[src/hw/rtl/dpq_pkg.sv]
`default_nettype none

package dpq_pkg;

  localparam int KEY_W    = 32;
  localparam int TAG_W    = 16;
  localparam int COUNT_W  = 5;
  localparam int STATUS_W = 2;
  localparam int IN_W     = 56;
  localparam int OUT_W    = 56;

  localparam logic OP_PUSH = 1'b0;
  localparam logic OP_POP  = 1'b1;

  localparam logic [STATUS_W-1:0] ST_DONE       = 2'd0;
  localparam logic [STATUS_W-1:0] ST_POP_EMPTY  = 2'd1;
  localparam logic [STATUS_W-1:0] ST_PUSH_FULL  = 2'd2;

  typedef struct packed {
    logic [KEY_W-1:0] key;
    logic [TAG_W-1:0] tag;
  } entry_t;

  typedef struct packed {
    logic   push;
    logic   pop;
    entry_t entry;
  } ctrl_t;

endpackage

`default_nettype wire

[src/hw/rtl/dpq_cell.sv]
`default_nettype none

module dpq_cell (
  input  wire logic           clk,
  input  wire dpq_pkg::ctrl_t ctrl,
  input  wire logic           occupied,
  input  wire logic           left_stay,
  input  wire dpq_pkg::entry_t left_entry,
  input  wire dpq_pkg::entry_t right_entry,
  output logic                stay,
  output dpq_pkg::entry_t     entry,
  output dpq_pkg::entry_t     entry_next
);
  import dpq_pkg::*;

  // An occupied cell whose key is at least the new key keeps its entry on a push.
  assign stay = occupied && (entry.key >= ctrl.entry.key);

  always_comb begin
    entry_next = entry;
    if (ctrl.push) begin
      if (!stay) begin
        entry_next = left_stay ? ctrl.entry : left_entry;
      end
    end else if (ctrl.pop) begin
      entry_next = right_entry;
    end
  end

  always_ff @(posedge clk) begin
    entry <= entry_next;
  end

endmodule

`default_nettype wire

[src/hw/rtl/descending_priority_queue.sv]
// Bounded priority queue of DEPTH entries, largest key at the head, equal keys
// leaving in arrival order. Each input transaction is a push or a pop and
// yields exactly one output transaction with the new head, the count and a
// status. The queue is a row of cells that all compare the pushed key in
// parallel and shift toward the tail on a push or toward the head on a pop,
// so one transaction is taken every cycle unless the output is stalled; its
// result reaches the output register in the next cycle. Input is accepted
// whenever the output register is empty or being read in the same cycle.
`default_nettype none

module descending_priority_queue #(
  parameter int DEPTH = 16
) (
  input  wire logic                      clk,
  input  wire logic                      rst,
  input  wire logic                      s_tvalid,
  output logic                           s_tready,
  // operation [0], entry_key [32:1], entry_tag [48:33], zero fill [55:49]
  input  wire logic [dpq_pkg::IN_W-1:0]  s_tdata,
  output logic                           m_tvalid,
  input  wire logic                      m_tready,
  // head_key [31:0], head_tag [47:32], count [52:48], is_empty [53],
  // status [55:54]
  output logic [dpq_pkg::OUT_W-1:0]      m_tdata
);
  import dpq_pkg::*;

  localparam int CW = $clog2(DEPTH + 1);

  logic [CW-1:0]       occ;
  logic [CW-1:0]       occ_next;
  logic                accept;
  logic                in_op;
  entry_t              in_entry;
  logic                full;
  logic                empty;
  logic [STATUS_W-1:0] status_next;
  ctrl_t               ctrl;
  logic                cell_stay [DEPTH];
  entry_t              cell_entry [DEPTH];
  entry_t              cell_entry_next [DEPTH];
  entry_t              head_next;

  assign s_tready = !m_tvalid || m_tready;
  assign accept   = s_tvalid && s_tready;
  assign in_op    = s_tdata[0];
  assign in_entry.key = s_tdata[KEY_W:1];
  assign in_entry.tag = s_tdata[KEY_W+TAG_W:KEY_W+1];
  assign full     = (occ == CW'(DEPTH));
  assign empty    = (occ == '0);

  always_comb begin
    ctrl.push   = accept && (in_op == OP_PUSH) && !full;
    ctrl.pop    = accept && (in_op == OP_POP) && !empty;
    ctrl.entry  = in_entry;
    occ_next    = occ;
    status_next = ST_DONE;
    if (ctrl.push) begin
      occ_next = occ + CW'(1);
    end else if (ctrl.pop) begin
      occ_next = occ - CW'(1);
    end
    if (in_op == OP_PUSH && full) begin
      status_next = ST_PUSH_FULL;
    end else if (in_op == OP_POP && empty) begin
      status_next = ST_POP_EMPTY;
    end
  end

  for (genvar i = 0; i < DEPTH; i++) begin : g_cell
    dpq_cell u_cell (
      .clk        (clk),
      .ctrl       (ctrl),
      .occupied   (occ > CW'(i)),
      .left_stay  ((i == 0) ? 1'b1 : cell_stay[(i == 0) ? 0 : i - 1]),
      .left_entry (cell_entry[(i == 0) ? 0 : i - 1]),
      .right_entry(cell_entry[(i == DEPTH - 1) ? i : i + 1]),
      .stay       (cell_stay[i]),
      .entry      (cell_entry[i]),
      .entry_next (cell_entry_next[i])
    );
  end

  assign head_next = (occ_next == '0) ? '0 : cell_entry_next[0];

  always_ff @(posedge clk) begin
    if (rst) begin
      occ      <= '0;
      m_tvalid <= 1'b0;
    end else begin
      occ <= occ_next;
      if (accept) begin
        m_tvalid <= 1'b1;
      end else if (m_tready) begin
        m_tvalid <= 1'b0;
      end
    end
  end

  always_ff @(posedge clk) begin
    if (accept) begin
      m_tdata <= {status_next, occ_next == '0, COUNT_W'(occ_next),
                  head_next.tag, head_next.key};
    end
  end

endmodule

`default_nettype wire

[config.mk]
export PLATFORM = sky130hd
export DESIGN_NAME = descending_priority_queue
export DESIGN_NICKNAME = d
export VERILOG_FILES = /design/src/hw/rtl/dpq_pkg.sv /design/src/hw/rtl/dpq_cell.sv /design/src/hw/rtl/descending_priority_queue.sv
export SDC_FILE = /design/constraint.sdc
export NUM_CORES = 2
export LEC_CHECK = 0
export BUFFER_PORTS_ARGS = -buffer_cell sky130_fd_sc_hd__buf_4
export CAP_MARGIN = 20
export CELL_PAD_IN_SITES_DETAIL_PLACEMENT = 0
export CELL_PAD_IN_SITES_GLOBAL_PLACEMENT = 2
export CORE_ASPECT_RATIO = 1.25
export CORE_MARGIN = 2
export CORE_UTILIZATION = 36
export CTS_BUF_LIST = sky130_fd_sc_hd__clkbuf_16
export CTS_CLUSTER_SIZE = 30
export DETAILED_ROUTE_END_ITERATION = 10
export GPL_TIMING_DRIVEN = 0
export HOLD_SLACK_MARGIN = 0.15
export PLACE_DENSITY = 0.83
export SLEW_MARGIN = 10
export SYNTH_ARGS = -nofsm -noshare
export SYNTH_HDL_FRONTEND = slang
export SYNTH_HIERARCHICAL = 1
export SYNTH_SLANG_ARGS = --single-unit
[constraint.sdc]
create_clock -name clk -period 3.7 [get_ports clk]
set_clock_uncertainty 0.15 [all_clocks]
set_input_delay 0.555 -clock clk [delete_from_list [all_inputs] [get_ports clk]]
set_output_delay 0.555 -clock clk [all_outputs]
set_load 0.03 [all_outputs]
* Word-level counts from Yosys, hierarchy flattened
Index checks and enable logic that the tools add are counted.
Word-level totals: flip-flop bits (word level) 830, output and inout port bits 58
Cells by class: add/sub/neg operators 2, $lt $le $gt $ge 32, eq/ne operators 15, mux-type cells 65, bitwise gates (word level) 2, reductions and logical operators 46
Operators with widths (number):
- two-way mux 48 bit | 60
- >= comparator 32 bit | 16
- greater-than comparator 5 x 4 -> 1 bit (second input constant) | 8
- AND reduction 2 bit | 15
- != test 2 bit (second input constant) | 14
- logical AND 1 bit | 23
- greater-than comparator 5 x 3 -> 1 bit (second input constant) | 4
- greater-than comparator 5 x 1 -> 1 bit (second input constant) | 2
- greater-than comparator 5 x 2 -> 1 bit (second input constant) | 2
- logical NOT 5 bit | 2
- two-way mux 5 bit | 2
- adder 5 x 1 -> 5 bit (second input constant) | 1
- equality test 5 bit (second input constant) | 1
- subtractor 5 x 1 -> 5 bit (second input constant) | 1
- nonzero test 2 bit | 2
- logical NOT 1 bit | 3
- two-way mux 1 bit | 3
- inverter 1 bit | 2
- logical OR 1 bit | 1

* Logic depth before layout (Yosys ltp)
word-level depth 8, mapped depth 18

* Cells and area by module
The synthesis kept the hierarchy.
By module, submodules not included:
- dpq_cell at g_cell[0].u_cell ... | times used 13, cells an instance 481, area each 3853.7 um^2, sequential area each 960.9 um^2
- dpq_cell at g_cell[7].u_cell ... | times used 3, cells an instance 483, area each 3861.2 um^2, sequential area each 960.9 um^2
- descending_priority_queue | times used 1, cells an instance 225, area each 2981.6 um^2, sequential area each 1801.7 um^2

* Worst setup path after synthesis
OpenSTA, ideal clock, no wires.
kind register to register, start reg occ[0], end reg g_cell[1].u_cell/entry[10] (netlist bit), library setup time 134 ps, data arrival time 3671 ps, setup slack -254 ps, cell stages (with the launch flop) 18, cell sequence dfxtp_1 clkbuf_1 inv_1 ha_1 nor4b_4 inv_1 nand2_1 or4_4 nand3b_4 a41o_1 buf_2 buf_6 nand2_1 clkbuf_1 clkbuf_1 mux2_2 o31ai_1 o22ai_1
RTL lines:
- start, declared | RTL line descending_priority_queue.sv:30 | logic [CW-1:0] occ;
- start signal, assigned | RTL line descending_priority_queue.sv:91 | occ <= occ_next;
- end signal, assigned | RTL line dpq_cell.sv:31 | entry <= entry_next;
- end, declared | RTL line dpq_cell.sv:11 | output dpq_pkg::entry_t entry,

==> flow_summary.toml <==
[critical_path]
worst_setup_path_end_kind = "flip-flop"
arrival_ns = 4.21
cp_slowest_cell = "or4_4"
cp_cell_sequence = "clkinvlp_4 -> ha_4 -> o31ai_4 -> nand2_1 -> or4_4 -> nand3b_4 -> a41o_4 -> nand2_4 -> clkbuf_16 -> clkbuf_16 -> mux2_4 -> o31ai_4 -> o22ai_1"
critPathRequiredTime_ns = 4.17
crit_path_max_fanout = 8
critPathMaxStageDelay_ns = 0.47
critical_path_class = "reg -> reg"
rrSetupSlack_ns = -0.04
critPathLaunchType = "flip-flop"

[status]
outcome = "complete, but fails checks"
violations = "negative setup slack"

[sta]
finalHoldViolations = 0
period_share_pct = 101
finalMaxSlewViolations = 0
setup-violations-final = 4
rsz0062_at_grt = "true"
finalWorstSetupSlack_ns = -0.0362
relSlewSlack_pct = 24.7
tightestPinTransition_ns = 1.13
setup_tns_ns = -0.0773
fmax_ghz = 0.268
min_period_ns = 3.74

[logic_synthesis]
postSynthAreaPerCell_sq_um = 8.16
synth_area_sq_um = 64700
yosys_warnings = 6
syn_inst = 7926
synth_fp_nets = 8504

[pwr]
clockPowerShare_pct = 20.3
ir_drop_v = 0.000518
totalPowerFinal_uw = 53400
p_per_area_nw_per_um2 = 695
p_comb_share_pct = 45.7
p_switching_uw = 22800
switching_share_pct = 42.8
p_leak_uw = 0.0326
p_int_uw = 30500
power_frac_seq_pct = 34.0

[placed_design]
hpwl_um = 198000
pre_cts_ws_ns = -1.90
routabilityCongestion = 0.896
dp_cells = 10400
numPortBuffers = 109

[global_route]
grt_pass1_vias = 61600
gr-total-overflow = 0
grt_pass1_wl_um = 360000
grt_start_max_net_pins = 42
globalRouteTotalUtil_pct = 25.1
antenna_found_initial = 0

[run]
maxCapViolations = 0

[worst_hold_path]
hp-class = "in -> reg"

[cells_and_area]
fin_util_pct = 43.1
drive_above_1_share_pct = 16.7
nNetsFinal = 8829
finalNonFillerCells = 10700
diodes = 0
layout_common_cells = "a21oi_1, dfxtp_1, mux2i_1"
areaGrowthSynthToFinish_pct = 18.7
layout_commonest_cell = "a21oi_1"

[floorplanning]
die_area_sq_um = 183000
chipWidth_um = 383
die_h_um = 478
coreArea_sq_um = 178000
pin_count = 118
initial_core_util_pct = 36.3
rows = 173

[routing]
drcViolationCount = 0
dr.pass1.iters = 6
drt_iter0_markers = 2822
wire_per_inst_um = 22.9
vias = 59500
vias_per_cell = 5.56
drt.antenna.violating_nets = 0
routed_wl_um = 245000

[clock_tree]
numClockSinks = 830
cts-root-buf = "clkbuf_16"
h-tree-depth = 3
path_clk_slew_ns = 0.06
cts_tree = "yes"
clk_latency_ns = 0.76
cts_buffers = 107
cts_buffer_depth = 3
## through the flow
stage	hold slack (ns)	cell area [sq um]
global placement	0.406	68500
detailed placement	0.424	68600
global route	0.254	76700
finish	0.244	76700
CTS	0.186	75300
floorplan	0.394	64800
## routing by layer
metal	vias to the layer above	track usage (%)	wire length, um
met1	27400	23.9	85200
met3	526	1.92	5570
met4	0	17.5	19500
li1	30500	-	-
met5	-	0	0
met2	1114	50.0	134000
## final timing paths
check / start / end / cells after the start
min reg2reg: g_cell[14].u_cell/entry[9] / g_cell[14].u_cell/entry[9] / 2
max: occ[1] / g_cell[14].u_cell/entry[13] / 13
max reg2reg: occ[1] / g_cell[14].u_cell/entry[13] / 13
min: m_tready / m_tvalid / 5
## registers in the layout (all words and copies together) (netlist names)
signal / flops
occ: 5
m_tdata: 56
g_cell.u_cell/entry: 768
m_tvalid: 1
## power by group through the flow
stage / Combinational (uW) / Sequential [uW] / Clock [uW]
after floorplan: 16400 / 16800 / 0
after global placement: 21600 / 18100 / 0
after detailed placement: 22100 / 18200 / 0
after CTS: 23500 / 18100 / 11100
after global routing: 27000 / 18900 / 11400
final: 24400 / 18100 / 10800
## critical path: cells and delay by family, from the launching register on
kind	cells	cell delay (ns)
AO/OA/AOI/OAI	4	1.12
adder cells (fa/ha/maj)	1	0.22
buffers and inverters	3	0.47
flip-flops	1	0.39
multiplexers	1	0.32
AND/OR/NAND/NOR	4	0.93
## what timing repair did
item | in CTS | in global routing
endpoints found under the setup margin | 805 | 605
pin swaps | 48 | 91
hold buffers | 3 | 0
setup buffers | 51 | 51
resized for setup | 544 | 279
cloned | 19 | 12
hold endpoints to repair | 7 | 0
## final cells by class
cell class	count	area (sq um)
plain buffers	720	4680
clock buffers	110	2750
clock inverters	87	796
fillers	18000	101000
inverters	526	1990
multi-input cells	5821	44100
flip-flops and latches	830	17200
well taps	2362	2960
repair buffers	245	2270
Note: power is estimated with default switching activity, not from simulation.
